===== config.mk =====
export PLATFORM = sky130hd
export DESIGN_NAME = size_string_parser_top
export DESIGN_NICKNAME = d
export VERILOG_FILES = /design/src/rtl/ssp_pkg.sv /design/src/rtl/ssp_parser.sv /design/src/rtl/ssp_finish.sv /design/src/rtl/size_string_parser_top.sv
export SDC_FILE = /design/constraint.sdc
export NUM_CORES = 1
export LEC_CHECK = 0
export BUFFER_PORTS_ARGS = -buffer_cell sky130_fd_sc_hd__buf_4
export CAP_MARGIN = 20
export CORE_MARGIN = 2
export CORE_UTILIZATION = 35
export CTS_CLUSTER_DIAMETER = 60
export DETAILED_ROUTE_END_ITERATION = 10
export GPL_ROUTABILITY_DRIVEN = 0
export PLACE_DENSITY = 0.49
export SLEW_MARGIN = 20
export SYNTH_ARGS = -nofsm -noshare
export SYNTH_HDL_FRONTEND = slang
export SYNTH_HIERARCHICAL = 1
export SYNTH_SLANG_ARGS = --single-unit
export TNS_END_PERCENT = 10

===== constraint.sdc =====
create_clock -name clk -period 4.81 [get_ports clk]
set_input_delay 0.962 -clock clk [delete_from_list [all_inputs] [get_ports clk]]
set_output_delay 0.962 -clock clk [all_outputs]
set_load 0.1 [all_outputs]

===== src/rtl/ssp_pkg.sv =====
// shared types, codes and character helpers for the size string parser
// no dependencies; imported by every module of the block
`default_nettype none

package ssp_pkg;

  // result status codes
  localparam logic [1:0] ST_OK        = 2'd0;
  localparam logic [1:0] ST_MALFORMED = 2'd1;
  localparam logic [1:0] ST_RANGE     = 2'd2;

  // limit mode codes (the fourth code behaves as full range)
  localparam logic [1:0] LIM_FULL   = 2'd0;
  localparam logic [1:0] LIM_OFFSET = 2'd1;
  localparam logic [1:0] LIM_SIZE32 = 2'd2;

  // characters the parser looks for
  localparam logic [7:0] CHR_NUL   = 8'h00;
  localparam logic [7:0] CHR_TAB   = 8'h09;
  localparam logic [7:0] CHR_CR    = 8'h0D;
  localparam logic [7:0] CHR_SPACE = 8'h20;
  localparam logic [7:0] CHR_PLUS  = 8'h2B;
  localparam logic [7:0] CHR_MINUS = 8'h2D;
  localparam logic [7:0] CHR_ZERO  = 8'h30;
  localparam logic [7:0] CHR_NINE  = 8'h39;
  localparam logic [7:0] CHR_UP_B  = 8'h42;
  localparam logic [7:0] CHR_UP_I  = 8'h49;
  localparam logic [7:0] CHR_LO_A  = 8'h61;
  localparam logic [7:0] CHR_LO_Z  = 8'h7A;

  // unit letters, upper case
  localparam logic [7:0] CHR_UP_K = 8'h4B;
  localparam logic [7:0] CHR_UP_M = 8'h4D;
  localparam logic [7:0] CHR_UP_G = 8'h47;
  localparam logic [7:0] CHR_UP_T = 8'h54;
  localparam logic [7:0] CHR_UP_P = 8'h50;
  localparam logic [7:0] CHR_UP_E = 8'h45;

  localparam logic [2:0] UNIT_NONE = 3'd7;

  typedef struct packed {
    logic [7:0] char_code;
    logic       is_last;
  } char_beat_t;

  typedef struct packed {
    logic [1:0]  status;
    logic [63:0] value;
  } result_t;

  // parse state captured at the end of a string
  typedef struct packed {
    logic [63:0] acc;
    logic        digit_overflow;
    logic        negative;
    logic        seen_digit;
    logic        error;
    logic [7:0]  unit_letter;
  } ssp_snap_t;

  function automatic logic is_ws(input logic [7:0] c);
    return (c == CHR_SPACE) || (c >= CHR_TAB && c <= CHR_CR);
  endfunction

  function automatic logic [7:0] upper(input logic [7:0] c);
    return (c >= CHR_LO_A && c <= CHR_LO_Z) ? c - 8'h20 : c;
  endfunction

  // power of 1024 for a unit letter, UNIT_NONE if not a unit
  function automatic logic [2:0] unit_power(input logic [7:0] c);
    logic [7:0] u;
    logic [2:0] k;
    u = upper(c);
    unique case (u)
      CHR_UP_B: k = 3'd0;
      CHR_UP_K: k = 3'd1;
      CHR_UP_M: k = 3'd2;
      CHR_UP_G: k = 3'd3;
      CHR_UP_T: k = 3'd4;
      CHR_UP_P: k = 3'd5;
      CHR_UP_E: k = 3'd6;
      default:  k = UNIT_NONE;
    endcase
    return k;
  endfunction

endpackage

`default_nettype wire


===== src/rtl/ssp_parser.sv =====
// character parser: walks the string one beat per cycle (while char_stall is low) and keeps the running state
// hands a snapshot of the state to the finisher on the last beat; uses ssp_pkg
`default_nettype none

module ssp_parser (
  input  wire                 clk,
  input  wire                 rst,
  input  wire                 char_valid,
  input  ssp_pkg::char_beat_t char_beat,
  input  wire                 char_stall,
  output ssp_pkg::ssp_snap_t  snap,
  output logic                snap_valid,
  input  wire                 snap_take
);
  import ssp_pkg::*;

  localparam logic [2:0] PH_LEAD   = 3'd0;
  localparam logic [2:0] PH_SIGN   = 3'd1;
  localparam logic [2:0] PH_DIGITS = 3'd2;
  localparam logic [2:0] PH_GAP    = 3'd3;
  localparam logic [2:0] PH_SUFFIX = 3'd4;
  localparam logic [2:0] PH_TRAIL  = 3'd5;

  logic [2:0]  phase, phase_next;
  logic [63:0] acc, acc_next;
  logic        dovf, dovf_next;
  logic        neg, neg_next;
  logic        seen, seen_next;
  logic [7:0]  unit, unit_next;
  logic [1:0]  sfx, sfx_next;
  logic        err, err_next;

  logic        accept, ends;
  logic [7:0]  c, uc;
  logic        digit, ws, num_path, take_unit;
  logic [67:0] prod;

  assign accept = char_valid && !char_stall;
  assign c      = char_beat.char_code;
  assign ends   = (c == CHR_NUL) || char_beat.is_last;
  assign uc     = upper(c);
  assign digit  = (c >= CHR_ZERO) && (c <= CHR_NINE);
  assign ws     = is_ws(c);
  // acc * 10 + digit, carry bits above 64 mean overflow
  assign prod   = ({4'b0, acc} << 3) + ({4'b0, acc} << 1) + {64'b0, c[3:0]};

  always_comb begin
    phase_next = phase;
    acc_next   = acc;
    dovf_next  = dovf;
    neg_next   = neg;
    seen_next  = seen;
    unit_next  = unit;
    sfx_next   = sfx;
    err_next   = err;
    num_path   = 1'b0;
    take_unit  = 1'b0;
    if (c != CHR_NUL && !err) begin
      unique case (phase) inside
        PH_LEAD: begin
          if (ws) begin
            phase_next = phase;
          end else if (c == CHR_PLUS || c == CHR_MINUS) begin
            neg_next   = (c == CHR_MINUS);
            phase_next = PH_SIGN;
          end else begin
            num_path = 1'b1;
          end
        end
        PH_SIGN, PH_DIGITS: num_path = 1'b1;
        PH_GAP: take_unit = !ws;
        PH_SUFFIX: begin
          if (ws) begin
            phase_next = PH_TRAIL;
          end else if (unit == CHR_UP_B) begin
            err_next = 1'b1;
          end else if (sfx == 2'd0 && uc == CHR_UP_I) begin
            sfx_next = 2'd1;
          end else if (sfx < 2'd2 && uc == CHR_UP_B) begin
            sfx_next = 2'd2;
          end else begin
            err_next = 1'b1;
          end
        end
        PH_TRAIL: err_next = !ws;
        default:  err_next = 1'b1;
      endcase

      if (num_path) begin
        if (digit) begin
          if (prod[67:64] != 4'd0) begin
            dovf_next = 1'b1;
            acc_next  = '1;
          end else begin
            acc_next  = prod[63:0];
          end
          seen_next  = 1'b1;
          phase_next = PH_DIGITS;
        end else if (phase != PH_DIGITS) begin
          err_next = 1'b1;
        end else if (ws) begin
          phase_next = PH_GAP;
        end else begin
          take_unit = 1'b1;
        end
      end

      if (take_unit) begin
        if (unit_power(c) == UNIT_NONE) begin
          err_next = 1'b1;
        end else begin
          unit_next  = c;
          sfx_next   = 2'd0;
          phase_next = PH_SUFFIX;
        end
      end
    end
  end

  always_ff @(posedge clk) begin
    if (rst || (accept && ends)) begin
      phase <= PH_LEAD;
      acc   <= '0;
      dovf  <= 1'b0;
      neg   <= 1'b0;
      seen  <= 1'b0;
      unit  <= '0;
      sfx   <= '0;
      err   <= 1'b0;
    end else if (accept) begin
      phase <= phase_next;
      acc   <= acc_next;
      dovf  <= dovf_next;
      neg   <= neg_next;
      seen  <= seen_next;
      unit  <= unit_next;
      sfx   <= sfx_next;
      err   <= err_next;
    end
  end

  always_ff @(posedge clk) begin
    if (rst) begin
      snap_valid <= 1'b0;
    end else if (accept && ends) begin
      snap_valid <= 1'b1;
    end else if (snap_take) begin
      snap_valid <= 1'b0;
    end
  end

  always_ff @(posedge clk) begin
    if (accept && ends) begin
      snap.acc            <= acc_next;
      snap.digit_overflow <= dovf_next;
      snap.negative       <= neg_next;
      snap.seen_digit     <= seen_next;
      snap.error          <= err_next;
      snap.unit_letter    <= unit_next;
    end
  end

  a_end_gives_snap: assert property (@(posedge clk) disable iff (rst)
    (accept && ends) |=> snap_valid)
    else $error("string end did not produce a snapshot");

  a_end_clears_state: assert property (@(posedge clk) disable iff (rst)
    (accept && ends) |=> (phase == PH_LEAD && acc == 64'd0 && !err && !seen))
    else $error("parse state not cleared after string end");

endmodule

`default_nettype wire


===== src/rtl/ssp_finish.sv =====
// finisher: applies sign, unit scaling and limit checks to a snapshot
// and holds the result beat until the receiver takes it; uses ssp_pkg
`default_nettype none

module ssp_finish (
  input  wire                clk,
  input  wire                rst,
  input  ssp_pkg::ssp_snap_t snap,
  input  wire                snap_valid,
  output logic               snap_take,
  input  wire  [1:0]         limit_mode,
  output ssp_pkg::result_t   result,
  output logic               result_valid,
  input  wire                result_stall
);
  import ssp_pkg::*;

  logic [63:0] v, shv;
  logic [2:0]  k;
  logic        ovf;
  result_t     res_next;

  assign snap_take = !result_valid || !result_stall;
  assign v = snap.negative ? (64'd0 - snap.acc) : snap.acc;
  assign k = (snap.unit_letter == CHR_NUL) ? 3'd0 : unit_power(snap.unit_letter);

  // scale by 1024^k, bits shifted out mean overflow
  always_comb begin
    unique case (k)
      3'd0: begin ovf = 1'b0;          shv = v;                 end
      3'd1: begin ovf = |v[63:54];     shv = {v[53:0], 10'b0};  end
      3'd2: begin ovf = |v[63:44];     shv = {v[43:0], 20'b0};  end
      3'd3: begin ovf = |v[63:34];     shv = {v[33:0], 30'b0};  end
      3'd4: begin ovf = |v[63:24];     shv = {v[23:0], 40'b0};  end
      3'd5: begin ovf = |v[63:14];     shv = {v[13:0], 50'b0};  end
      3'd6: begin ovf = |v[63:4];      shv = {v[3:0], 60'b0};   end
      default: begin ovf = 1'b0;       shv = v;                 end
    endcase
  end

  always_comb begin
    res_next.value = '0;
    if (snap.error || !snap.seen_digit) begin
      res_next.status = ST_MALFORMED;
    end else if (snap.digit_overflow) begin
      res_next.status = ST_RANGE;
    end else if (k == UNIT_NONE) begin
      res_next.status = ST_MALFORMED;
    end else if (ovf) begin
      res_next.status = ST_RANGE;
    end else if (limit_mode == LIM_OFFSET && shv[63]) begin
      res_next.status = ST_RANGE;
    end else if (limit_mode == LIM_SIZE32 && (shv[63:32] != 32'd0)) begin
      res_next.status = ST_RANGE;
    end else begin
      res_next.status = ST_OK;
      res_next.value  = shv;
    end
  end

  always_ff @(posedge clk) begin
    if (rst) begin
      result_valid <= 1'b0;
    end else if (snap_take) begin
      result_valid <= snap_valid;
    end
  end

  always_ff @(posedge clk) begin
    if (snap_take && snap_valid) begin
      result <= res_next;
    end
  end

  a_bad_status_zero_value: assert property (@(posedge clk) disable iff (rst)
    (result_valid && result.status != ST_OK) |-> (result.value == 64'd0))
    else $error("non-ok result carries a nonzero value");

  a_snap_moves_out: assert property (@(posedge clk) disable iff (rst)
    (snap_valid && snap_take) |=> result_valid)
    else $error("taken snapshot did not reach the result register");

endmodule

`default_nettype wire


===== src/rtl/size_string_parser_top.sv =====
// top level of the size string parser: limit register, parser and finisher
// depends on ssp_pkg, ssp_parser and ssp_finish
//
// Usage: a size string such as " -12 KiB" is sent one character per beat
// on the char channel (char_valid, char_stall, char_beat). A string ends
// on a zero byte or on a beat with is_last set; that beat yields one beat
// on the result channel (result_valid, result_stall, result) carrying a
// status (ok, malformed, out of range) and the size in bytes.
// Throughput: one character beat per cycle while char_stall is low; strings
// may follow each other with no gap. The ending character's accepting edge
// loads the snapshot register, then the result register. The user must
// write the limit register with cfg_we / cfg_data only while the block is
// idle; the block itself does not enforce it.
// Reset (rst, synchronous) empties both registers stages, clears the parse
// state and sets full 64-bit range. When the receiver stalls, the result
// holds and one further finished string can wait in the snapshot stage;
// once that stage is full and cannot drain, char_stall is raised for
// every character beat until the result moves on.
`default_nettype none

module size_string_parser_top (
  input  wire                 clk,
  input  wire                 rst,
  input  wire                 cfg_we,
  input  wire  [1:0]          cfg_data,
  input  wire                 char_valid,
  output logic                char_stall,
  input  ssp_pkg::char_beat_t char_beat,
  output logic                result_valid,
  input  wire                 result_stall,
  output ssp_pkg::result_t    result
);
  import ssp_pkg::*;

  logic [1:0] limit_mode;
  ssp_snap_t  snap;
  logic       snap_valid;
  logic       snap_take;

  always_ff @(posedge clk) begin
    if (rst) begin
      limit_mode <= LIM_FULL;
    end else if (cfg_we) begin
      limit_mode <= cfg_data;
    end
  end

  // the snapshot stage is full and cannot drain
  assign char_stall = snap_valid && !snap_take;

  ssp_parser u_parser (
    .clk        (clk),
    .rst        (rst),
    .char_valid (char_valid),
    .char_beat  (char_beat),
    .char_stall (char_stall),
    .snap       (snap),
    .snap_valid (snap_valid),
    .snap_take  (snap_take)
  );

  ssp_finish u_finish (
    .clk          (clk),
    .rst          (rst),
    .snap         (snap),
    .snap_valid   (snap_valid),
    .snap_take    (snap_take),
    .limit_mode   (limit_mode),
    .result       (result),
    .result_valid (result_valid),
    .result_stall (result_stall)
  );

endmodule

`default_nettype wire


==> summary by stage <==
Critical path
Walking the worst path, the cells encountered are buf_4, or4_1, nor4_1, a21oi_1, o32a_1, a21oi_1, nor4bb_4, buf_4, a21oi_1, or4_4, or4_2, buf_12, buf_4, nor3b_2. At the worst endpoint, the arrival time is 5.05 ns. STA classifies the critical path startpoint as a register. The worst setup path is of the register to register kind. The nature of the critical path endpoint is a register. Along the worst path, the maximum fanout reaches 17. In this design, the largest share of critical-path delay is due to simple AND/OR/NAND/NOR gates. The data required time of the critical path is 5.19 ns. The largest single stage delay on the critical path is 0.69 ns. The number of buffers and inverters on the critical path is 4. Among all stages on the critical path, the largest delay is contributed by or4_2.

Timing
The headroom to the max-slew limit is 32.50%. The number of endpoints with negative hold slack in the final report was 0. Setup violations remaining at the end of the flow were counted as 0. Static timing analysis puts the maximum clock frequency at 0.2142 GHz.

Counting I/O delays and the setup requirement, the final critical path takes 4.669 ns. The worst-margin pin slew is 1.010 ns. The worst-case clock skew is 0.02469 ns.

For the final routed database, the setup TNS stands at 0 ns. The number of pins with negative max-slew slack in the final report is 0. Of the available clock period, the critical path in the final layout requires 97.08%.

Finish
Cells fill 41.81% of the core in the end. In the final design database the tool counted 2442 nets. The number of antenna diodes in the final layout is 0. Of the cells placed in the final design, the portion with a size suffix greater than 1 is 22.53%.

The layout overhead on the synthesized area is 18.29%.

Logic synthesis
The cell area after technology mapping is 18990 sq um. Sorting the synthesized cells by area gives the leading types as edfxtp_1, dfxtp_1, ha_1. After synthesis, the share of flip-flops with an asynchronous set or reset is 0%. By count the netlist is led by nor2_1, a21oi_1, o21ai_0. The leading area contributor after synthesis is edfxtp_1. Yosys mapped a number of flops with a built-in enable equal to 142. In this run, synthesis produced a sequential element count of 227.

The number of synthesis warnings is 6. The most used flip-flop cell after synthesis is edfxtp_1. The netlist uses 108 different library cells. Among all cell types in the netlist, the one instantiated most often is nor2_1. Counting every instance in the synthesized netlist gives 2140. Each instance of the synthesized netlist takes up on average 8.872 sq um. The top cell type by area accounts for 22.46% of the synthesized area. The net count after synthesis is 2288. Of the synthesized area, sequential elements account for 31.42%.

Clock network
The clock root buffer is clkbuf_16. The clock tree from TritonCTS is done. The buffer levels on the longest clock path is 3. The number of levels in the clock H-tree is 1. The clock-pin slew reported for the worst setup and hold paths after clock tree synthesis is 0.07 ns. CTS saw 227 sinks.

The total clock buffers created by CTS is 24. The cts-stage hold buffer count is 0. For the worst-skew pair, the clock arrives at the later sink with an insertion delay of 0.55 ns.

Global route
For this run the aggregate overflow at the end of global routing stands at 0. The global-route usage over all layers is 22.06%. The initial antenna violation count is 0. The via count of the first global-routing pass is 17060.

Entering global routing, the biggest net connects 79 pins. The wire length of the first global-routing pass is 99040 microns.

Outcome
The flow ran to the end, and the final reports show no timing, DRC or antenna violations.

Drt
The first routing iteration left 1611 violations. The final wirelength is 63080 microns. The count of nets left with antenna violations once routing finished came out at 0. In the routed layout, each cell is associated on average with a via count of 5.860. The number of vias after detailed routing is 17630.

The average wire length per cell after detail routing is 20.97 microns. For this run, design rule violations remaining after detail routing come to 0. The number of detailed-route iterations in the first pass is 8.

Pwr
Power comes to 4.904 mW. The peak supply drop is 0.2344 mV. The areal power density over the cells is 218.4 nW/um^2. The leakage component of the power is 8.516 nW.

Placed design
In this run the tool buffered the top-level ports with 83 buffer cells. The wire-length estimate of the detail-placed layout is 49540 microns.

Floorplan
The floorplan step set the die height to 236.9 microns. The number of placed I/O pins is 84. The core region is 53710 sq um. The floorplan has 85 rows. The effective utilization at floorplan is 35.35%. The die covers 56120 sq um.

The floorplan step set the die width to 236.9 microns.

Worst hold path
The min-delay analysis places its worst path in the category register to register.

Job
The max-cap violation count is 0.
## routing by layer
metal	track usage [%]	vias to the layer above	routed length, microns
li1	-	8526	-
met1	31.38	8392	29930
met2	34.94	576	28140
met3	1.854	133	2710
met4	7.921	0	2306
met5	0	-	0
## placed cells by master, fill, tap and decap left out, drive strengths merged, types with 45 or more instances in the layout
cell type / count
nand2: 138
edfxtp: 142
xnor2: 70
nor2: 212
buf: 272
nand4: 51
nor3: 87
ha: 130
dfxtp: 85
inv: 45
xor2: 60
a21oi: 226
o21ai: 168
## report_power, final
| group | internal [mW] | switching [mW] | total [mW] | leakage (nW) |
|---|---|---|---|---|
| combinational | 0.220 | 0.485 | 0.705 | 6.07 |
| clock | 1.23 | 0.814 | 2.04 | 0.427 |
| sequential | 2.11 | 0.0479 | 2.16 | 2.02 |
## worst min-delay path, stage by stage (launching register included)
cell     delay, ns
dfxtp_1       0.33
nand2_1       0.05
o31ai_1       0.05
## path summary, 6_finish.rpt
kind / end / startpoint / depth (start not counted) / slack, ns
setup reg to reg: u_finish/result[48] / u_parser/snap[37] / 14 / 0.14
setup / recovery: u_finish/result[48] / u_parser/snap[37] / 14 / 0.14
hold reg to reg: u_parser/dovf / u_parser/dovf / 2 / 0.46
hold / removal: u_parser/dovf / u_parser/dovf / 2 / 0.46
## cells by family (layout without fill, tap and decap cells)
| group | after synthesis | in the layout | synth area share [%] |
|---|---|---|---|
| buffers and inverters | 189 | 360 | 4.541 |
| AOI/OAI and AO/OA | 726 | 726 | 26.45 |
| xor gates and xnor gates | 130 | 130 | 6.096 |
| muxes | 24 | 24 | 1.325 |
| DFF | 227 | 227 | 31.42 |
| and+or+nand+nor | 712 | 713 | 21.39 |
| adders and majority gates | 132 | 132 | 8.778 |
## registers in the layout (all words and copies together), names as in the netlist, 2 cells and up
signal,cells
u_parser/snap,76
u_parser/acc,64
limit_mode,2
u_parser/unit,8
u_parser/sfx,2
u_parser/phase,3
u_finish/result,66
## per-stage QoR
step | hold slack (ns) | std cells | setup slack, ns | area, sq um
3_3_place_gp | 0.4288 | 2942 | -0.08859 | 21260
5_1_grt | 0.4857 | 3008 | -0.02095 | 22460
4_1_cts | 0.4567 | 2986 | 0.02187 | 22160
2_1_floorplan | 0.4192 | 2140 | 0.04072 | 18990
3_5_place_dp | 0.4401 | 2942 | -0.1652 | 21260
6_report | 0.4596 | 3008 | 0.1405 | 22460
## repair_timing
item | CTS | global route
pin swaps | 0 | 9
gates cloned | 0 | 1
resized for setup | 2 | 29
buffers inserted | 0 | 21
endpoints found under the setup margin | 47 | 65
## layout make-up
| type | count | area, sq um |
|---|---|---|
| Fill cell | 5317 | 31250 |
| Multi-Input combinational cell | 1725 | 12390 |
| Sequential cell | 227 | 5966 |
| Timing Repair Buffer | 272 | 2180 |
| Tap cell | 696 | 870.8 |
| Clock buffer | 31 | 720.7 |
| Clock inverter | 13 | 165.2 |
| Inverter | 44 | 165.2 |
Note: power is estimated with default switching activity, not from simulation.
